**config.mk**
```make
export PLATFORM = sky130hd
export DESIGN_NAME = ieem_mod
export DESIGN_NICKNAME = d
export VERILOG_FILES = /design/src/rtl/ieem_pkg.sv /design/src/rtl/ieem_mod.sv
export SDC_FILE = /design/constraint.sdc
export NUM_CORES = 1
export LEC_CHECK = 0
export BUFFER_PORTS_ARGS = -buffer_cell sky130_fd_sc_hd__buf_2
export CAP_MARGIN = 20
export CORE_MARGIN = 1.5
export CORE_UTILIZATION = 35
export CTS_BUF_LIST = sky130_fd_sc_hd__clkbuf_2
export CTS_CLUSTER_SIZE = 28
export DETAILED_ROUTE_END_ITERATION = 7
export SLEW_MARGIN = 0
export SYNTH_ARGS = -nofsm -noshare
export SYNTH_HDL_FRONTEND = slang
export SYNTH_SLANG_ARGS = --single-unit
export TNS_END_PERCENT = 5
```
**constraint.sdc**
```tcl
create_clock -name i_clk -period 1.2 [get_ports i_clk]
set_input_delay 0.12 -clock i_clk [delete_from_list [all_inputs] [get_ports i_clk]]
set_output_delay 0.12 -clock i_clk [all_outputs]
set_load 0.01 [all_outputs]
```
**src/rtl/ieem_pkg.sv**
```systemverilog
// Shared types and codes for the I2C target EEPROM emulation core.
// No dependencies; imported by the core and by the address reducer.
package ieem_pkg;

    // Bus event codes carried on the input tuser
    typedef enum logic [1:0] {
        FN_WRITE = 2'd0,
        FN_READ  = 2'd1,
        FN_STOP  = 2'd2
    } t_func;

    // Address / data phase of the emulated EEPROM
    typedef enum logic [1:0] {
        PH_ADDR_HI = 2'd0,
        PH_ADDR_LO = 2'd1,
        PH_DATA    = 2'd2
    } t_phase;

    // Control sequencer
    typedef enum logic [1:0] {
        ST_CLEAR  = 2'd0,
        ST_IDLE   = 2'd1,
        ST_READ   = 2'd2,
        ST_REDUCE = 2'd3
    } t_state;

    localparam int ADDR_BITS = 16;

    // Request to / response from the address reducer
    typedef struct packed {
        logic                 start;
        logic [ADDR_BITS-1:0] value;
    } t_red_req;

    typedef struct packed {
        logic                 done;
        logic [ADDR_BITS-1:0] rem;
    } t_red_rsp;

endpackage

```
**src/rtl/ieem_mod.sv**
```systemverilog
// Reduction of a 16-bit word address modulo MEM_DEPTH by reciprocal
// multiplication, two pipelined stages. Depends on ieem_pkg.
module ieem_mod #(
    parameter int MEM_DEPTH = 1024
) (
    input  logic              i_clk,
    input  logic              i_rst_n,
    input  ieem_pkg::t_red_req i_req,
    output ieem_pkg::t_red_rsp o_rsp
);
    import ieem_pkg::*;

    // q = (v * RECIP) >> QSHIFT is the exact quotient for every 16-bit v
    localparam int            LOG_D   = $clog2(MEM_DEPTH);
    localparam int            QSHIFT  = ADDR_BITS + LOG_D;
    localparam int            MW      = ADDR_BITS + 1;
    localparam int            PW      = ADDR_BITS + MW;
    localparam logic [63:0]   RECIP_W = ((64'd1 << QSHIFT) / 64'(MEM_DEPTH)) + 64'd1;
    localparam logic [PW-1:0] RECIP   = PW'(RECIP_W);
    localparam logic [PW-1:0] DIVSR   = PW'(MEM_DEPTH);

    logic [PW-1:0]        w_prod_q;
    logic [PW-1:0]        w_prod_qd;
    logic [ADDR_BITS-1:0] w_quot;
    logic [ADDR_BITS-1:0] w_rem;
    logic                 r_s1_vld;
    logic                 r_done;
    logic [ADDR_BITS-1:0] r_val;
    logic [ADDR_BITS-1:0] r_quot;
    logic [ADDR_BITS-1:0] r_rem;

    // stage 1: quotient
    assign w_prod_q = PW'(i_req.value) * RECIP;
    assign w_quot   = ADDR_BITS'(w_prod_q >> QSHIFT);

    // stage 2: remainder = value - quotient * MEM_DEPTH
    assign w_prod_qd = PW'(r_quot) * DIVSR;
    assign w_rem     = ADDR_BITS'(PW'(r_val) - w_prod_qd);

    always_ff @(posedge i_clk) begin
        if (!i_rst_n) begin
            r_s1_vld <= 1'b0;
            r_done   <= 1'b0;
        end else begin
            r_s1_vld <= i_req.start;
            r_done   <= r_s1_vld;
        end
    end

    always_ff @(posedge i_clk) begin
        if (i_req.start) begin
            r_val  <= i_req.value;
            r_quot <= w_quot;
        end
        if (r_s1_vld) begin
            r_rem <= w_rem;
        end
    end

    assign o_rsp.done = r_done;
    assign o_rsp.rem  = r_rem;
endmodule
```
==> key figures, run 1 <==
Floorplan
  • Die Span X: 48.0 µm
  • CORE AREA: slightly below 0.002 mm²
  • Die height: ~48 µm
  • Io pins: 36
  • Row cnt: 16
  • Initial core utilization: 0.365
  • DIE AREA: 0.00231 mm²

Place
  • Port bufs: 23
  • Place WS: around 0.22 ns
  • DP Wirelength: between 600 and 700 µm
  • Placed Area: slightly above 800 µm²
  • Routability cong.: between 0.5 and 0.6

Logic synthesis
  • Post-synthesis adder-cell area fraction: 0
  • Count of different cell masters after synthesis: 5
  • Mux contribution to synthesized area: 0
  • Cell Area, Synth: 709 µm²
  • Yosys top cell area share: 0.847
  • Seq/Total Area, Yosys: 0.903
  • Xor/xnor share of the synthesized area: 0
  • Mapped Cells: 32
  • Synth area leader: edfxtp_1
  • Complex-gate fraction of the synthesized area: 0
  • Area contributors post-synth: edfxtp_1 85%, buf_4 7.4%, dfxtp_1 5.6%, and2_1 1.8%, conb_1 0.53%
  • Simple-gate share of the synthesized area: 0.0176
  • Yosys warning count: 0
  • Main combinational cell family by area after synthesis: buffers and inverters
  • Avg Synthesized Cell Area: approximately 22 µm²
  • Yosys reg bits: 22

Global route
  • Total grt overflow: 0
  • Vias in the first global route: approximately 290
  • First-pass GRT wire length: 1180 µm
  • Largest net degree at the start of global routing: 14
  • GRT Overall Usage: 0.0826
  • Initial antenna violation count: 0

Worst setup path
  • Crit path DAT: between 0.8 and 0.9 ns
  • Critical path peak fanout: 1
  • Largest stage delay, worst path: roughly 0.42 ns
  • Slowest cell on the critical path: edfxtp_1
  • Critical Path End Type: output pin
  • WP buf/inv: 1
  • CP Class: reg -> out
  • Critical Path RT: between 1 and 1.5 ns
  • Startpoint Class: register
  • CP top delay family: flip-flops
  • CP Cell Sequence: buf_2

Drt
  • DRC Markers: 0
  • TritonRoute pass-1 iters: 3
  • Routed vias: between 300 and 400
  • Final ANT Viol Nets: 0
  • Routed WL: a little over 900 µm
  • Routed vias/inst: 3.64
  • Mean routed wirelength per cell: between 9 and 10 µm
  • 1st-iter DRT viols: 3

Clocking
  • Cts repair resizes: 0
  • Worst-Skew Late Latency: between 0.3 and 0.4 ns
  • CTS tree: built
  • Root Buffer: clkbuf_2
  • Max Buffers Root-to-Sink: 2
  • Clock sink count: 22
  • CTS H-tree depth: 1
  • CTS buffer count: 3
  • Hold Buf Count CTS: 11
  • Post-CTS Setup Bufs: 0
  • CTS clk-pin slew, worst paths: ~0.19 ns

Timing
  • Fin Setup TNS: 0 ns
  • Period utilization: 0.832
  • Max Slew Vio Count: 0
  • Final hold violation count: 0
  • Post-route clock skew: between 0.004 and 0.005 ns
  • FMAX: between 1 and 1.5 GHz
  • Unrepaired setup endpoints after global routing: no
  • Final setup viols: 0
  • Final critical-path required period: ~1.0 ns
  • Worst Setup Slack, final: around 0.2 ns

Finish
  • Layout overhead on the synthesized area: 38.1%
  • Diode count: 0
  • Layout fillers: around 170
  • Most frequent cells in the layout: 23 x buf_2, 20 x edfxtp_1, 11 x dlygate4sd3_1, 6 x conb_1, 3 x clkbuf_2
  • Most common cell after layout, fill and taps aside: buf_2
  • Final nets: 88
  • Ratio of cells with drive above 1 in the final layout: 0.397
  • Multi-input gate area: ~35 µm²
  • Fin area: roughly 980 µm²
  • Reg area: 641 µm²

Pwr
  • Final Power: between 1.5 and 2 mW
  • Power Density: about 1500 mW/mm²
  • Peak VDD IR: between 1 and 1.5 mV
  • P_leak: just under 0.4 nW

Worst hold path
  • HP Class: in -> reg

Run
  • Max-cap violations: 0

Outcome
  • Status: finished clean
[cell usage after synthesis]
cell type and n:
edfxtp_1 20, and2_1 2, buf_4 7, conb_1 1, dfxtp_1 2
[flip-flops by register name (all words and copies together), names as in the netlist]
| signal | cells |
|---|---|
| r_rem | 10 |
| r_s1_vld | 1 |
| r_val | 10 |
| r_done | 1 |
[layout make-up]
type	count	share of cell area
multi-input combinational	8	0.0358
clock buffer	3	0.0153
clock inverter	1	0.0307
timing repair buffer	34	0.230
tap	27	0.0345
sequential	22	0.654
[kinds of logic after synthesis]
group	after synthesis
other	1
buffers and inverters	7
and+or+nand+nor	2
DFF	22
[final timing paths]
check	slack, ns	startpoint	end	cells after the start
setup / recovery	0.20	r_rem[9]	o_rsp[9]	1
hold / removal	0.17	i_req[16]	r_s1_vld	2
setup reg to reg	0.23	r_s1_vld	r_rem[3]	0
hold reg to reg	0.44	r_val[5]	r_rem[5]	0
[report_power, final]
group	internal [mW]	switching [mW]	total, mW	leakage [nW]
Sequential	0.899	0.0193	0.918	0.208
Clock	0.288	0.206	0.494	0.0266
Combinational	0.0547	0.0458	0.100	0.163
Total	1.24	0.271	1.51	0.397
[per-layer routing]
metal  wire length, µm  up-vias  track usage  share of wire
li1                  -      173            -              -
met1               372      151       0.0961           0.41
met2               485       22        0.136           0.53
met3                60        0       0.0340          0.065
met4                 0        0       0.0324              0
met5                 0        -            0              0
[metrics by stage]
step,cells,utilization,hold WS [ns]
after floorplan,37,-,0.219
after CTS,95,0.505,0.149
after global routing,95,0.505,0.128
after detailed placement,80,0.425,0.298
final,95,0.505,0.165
after global placement,80,0.425,0.297
No activity file was read; power rests on OpenSTA's default activity.
==> run 2, diff against run 1 <==
--- a/config.mk
+++ b/config.mk
@@ -12,6 +12,7 @@
 export CTS_BUF_LIST = sky130_fd_sc_hd__clkbuf_2
 export CTS_CLUSTER_SIZE = 28
 export DETAILED_ROUTE_END_ITERATION = 7
+export PLACE_DENSITY = 0.67
 export SLEW_MARGIN = 0
 export SYNTH_ARGS = -nofsm -noshare
 export SYNTH_HDL_FRONTEND = slang
==> constraint.sdc (replaced) <==
create_clock -name i_clk -period 0.86 [get_ports i_clk]
set_input_delay 0.086 -clock i_clk [delete_from_list [all_inputs] [get_ports i_clk]]
set_output_delay 0.086 -clock i_clk [all_outputs]
set_load 0.01 [all_outputs]
==> run 2 against run 1 <==
The flow now finishes with violations (setup timing). Sequential power grew 38%. Critical path depth stayed put. Routed wire length grew 3.1%. Die area unchanged. Flip-flop and latch count is the same. Combinational power up 57%. Largest power group unchanged.
==> key figures, run 2 (synthesis gave the netlist of run 1 again) <==
Drt
  • Routed WL: 946 µm (+3.1%)
  • Final ANT Viol Nets: 0 (unchanged)
  • Mean routed wirelength per cell: 9.75 µm (+0.93%)
  • 1st-iter DRT viols: 4 (+1)
  • DRC Markers: 0 (unchanged)
  • Routed vias/inst: 3.89 (+6.7%)
  • TritonRoute pass-1 iters: 3 (unchanged)
  • Routed vias: 377 (+9.0%)

Floorplan
  • Initial core utilization: 0.365 (unchanged)
  • Row cnt: 16 (unchanged)
  • Die Span X: 48.0 µm (unchanged)
  • CORE AREA: 0.00194 mm² (unchanged)
  • Io pins: 36 (unchanged)
  • Die height: 48.0 µm (unchanged)
  • DIE AREA: 0.00231 mm² (unchanged)

Worst setup path
  • Startpoint Class: register
  • WP buf/inv: 1 (unchanged)
  • Critical path peak fanout: 1 (unchanged)
  • Reg2Reg Depth: 1 (+1)
  • Slowest cell on the critical path: edfxtp_1
  • CP Cell Sequence: buf_2
  • CP Class: reg -> out
  • Critical Path End Type: output pin
  • Reg2reg start: r_s1_vld
  • Largest stage delay, worst path: 0.40 ns (-0.02 ns)
  • CP top delay family: flip-flops
  • Flop-to-flop setup slack: 0.07 ns (-0.16 ns)
  • Crit path DAT: 0.85 ns (-0.03 ns)
  • R2r endpoint: r_rem[4]
  • Critical Path RT: 0.77 ns (-0.31 ns)

Place
  • Place WS: 0.0788 ns (-0.144 ns)
  • Routability cong.: 0.549 (-3.6%)
  • Placed Area: 840 µm² (+1.8%)
  • Placed Cells incl. Taps: 82 (+2.5%)
  • Port bufs: 23 (unchanged)

Global route
  • Vias in the first global route: 327 (+14%)
  • First-pass GRT wire length: 1370 µm (+16%)
  • GR Layer Usage met1: 0.106 (+0.0101)
  • Met2 GRT Util: 0.144 (+0.00800)
  • Initial antenna violation count: 0 (unchanged)
  • Gr busiest metal: met2
  • Met3 usage: 0.0377 (+0.00377)
  • GRT Overall Usage: 0.0984 (+0.0158)
  • Largest net degree at the start of global routing: 13 (-1)
  • Total grt overflow: 0 (unchanged)

Finish
  • Layout overhead on the synthesized area: 37.7%
  • Util after Layout: 0.503 (-0.00129)
  • Top flop regs: r_rem (10), r_val (10)
  • Multi-input gate area: 35.0 µm² (unchanged)
  • Layout fillers: 178 (+5.3%)
  • Fin area: 977 µm² (-0.26%)
  • Final nets: 90 (+2.3%)
  • Reg area: 642 µm² (+0.20%)
  • Most common cell after layout, fill and taps aside: buf_2
  • Ratio of cells with drive above 1 in the final layout: 0.429 (+0.0315)
  • Most frequent cells in the layout: 22 x buf_2, 20 x edfxtp_1, 11 x dlygate4sd3_1, 6 x conb_1, 4 x clkbuf_2
  • Diode count: 0 (unchanged)
  • Non-Filler Instances: 97 (+2.1%)

Pwr
  • Final Power: 1.82 mW (+20%)
  • Peak VDD IR: 1.18 mV (-1.4%)
  • Power Density: 1860 mW/mm² (+21%)
  • P_leak: 0.399 nW (+0.41%)

Timing
  • Period utilization: 1.08
  • Worst Setup Slack, final: -0.0714 ns (-0.273 ns)
  • Final setup viols: 10 (+10)
  • Final hold violation count: 0 (unchanged)
  • FMAX: roughly 1.1 GHz
  • Post-route clock skew: 0.00322 ns (-0.00140 ns)
  • Max Slew Vio Count: 0 (unchanged)
  • Hold Slack: 0.140 ns (-0.0251 ns)
  • Unrepaired setup endpoints after global routing: yes
  • Final critical-path required period: around 0.93 ns
  • Fin Setup TNS: -0.598 ns (-0.598 ns)

Clocking
  • CTS clk-pin slew, worst paths: 0.17 ns (-0.02 ns)
  • Post-CTS Setup Bufs: 0 (unchanged)
  • Max Buffers Root-to-Sink: 2 (unchanged)
  • CTS tree: built
  • CTS buffer count: 3 (unchanged)
  • Root Buffer: clkbuf_2
  • Clock sink count: 22 (unchanged)
  • Worst-Skew Late Latency: 0.30 ns (about the same)
  • CTS H-tree depth: 1 (unchanged)

Run
  • Max-cap violations: 0 (unchanged)

Worst hold path
  • HP Start: i_req[16]
  • HP Class: in -> reg
  • Min-Delay Path Depth: 1 (-1)
  • Hold EP: r_val[0]

Outcome
  • Status: finished with violations
  • Failing checks: setup timing
-- run 2: cell count changes in the layout (fill, tap and decap cells not counted) --
cell / change
buf_4: +2
buf_2: -1
buf_6: +1
bufinv_16: -1
clkbuf_2: +1
dfxtp_1: -1
dfxtp_2: +1
-- run 2: per-layer routing --
| metal | routed length [µm] | part of all wire |
|---|---|---|
| met5 | 0 | 0 |
| met3 | 75 | 0.079 |
| met1 | 340 | 0.36 |
| met4 | 24 | 0.025 |
| met2 | 506 | 0.53 |
-- run 2: final cells by class --
class                           instances  share of cell area
Multi-Input combinational cell          8              0.0359
Clock buffer                            4              0.0205
Sequential cell                        22               0.657
Tap cell                               27              0.0346
Timing Repair Buffer                   36               0.252
-- run 2: timing repair --
| item | in CTS | in global routing |
|---|---|---|
| gates cloned | 0 | 0 |
| gates resized for setup | 0 | 2 |
| setup endpoints to repair | 11 | 11 |
| hold endpoints to repair | 12 | 0 |
| hold buffers | 11 | 0 |
| pin swaps | 0 | 0 |
-- run 2: report_power, final --
part	internal, mW	switching, mW	total, mW	leakage, nW
clock network	0.123	0.265	0.388	0.0166
registers	1.25	0.0194	1.27	0.209
logic	0.0844	0.0731	0.157	0.174
total	1.46	0.358	1.82	0.399
-- run 2: worst max path at each step --
stage                     endpoint  startpoint  slack [ns]  depth (start not counted)
after floorplan           r_rem[0]    r_s1_vld        0.02                          0
after global placement    r_rem[4]    r_s1_vld        0.09                          1
after detailed placement  r_rem[1]    r_s1_vld        0.08                          1
after CTS                 o_rsp[0]    r_rem[0]       -0.11                          1
after global routing      o_rsp[0]    r_rem[0]       -0.16                          1
final                     o_rsp[0]    r_rem[0]       -0.07                          1
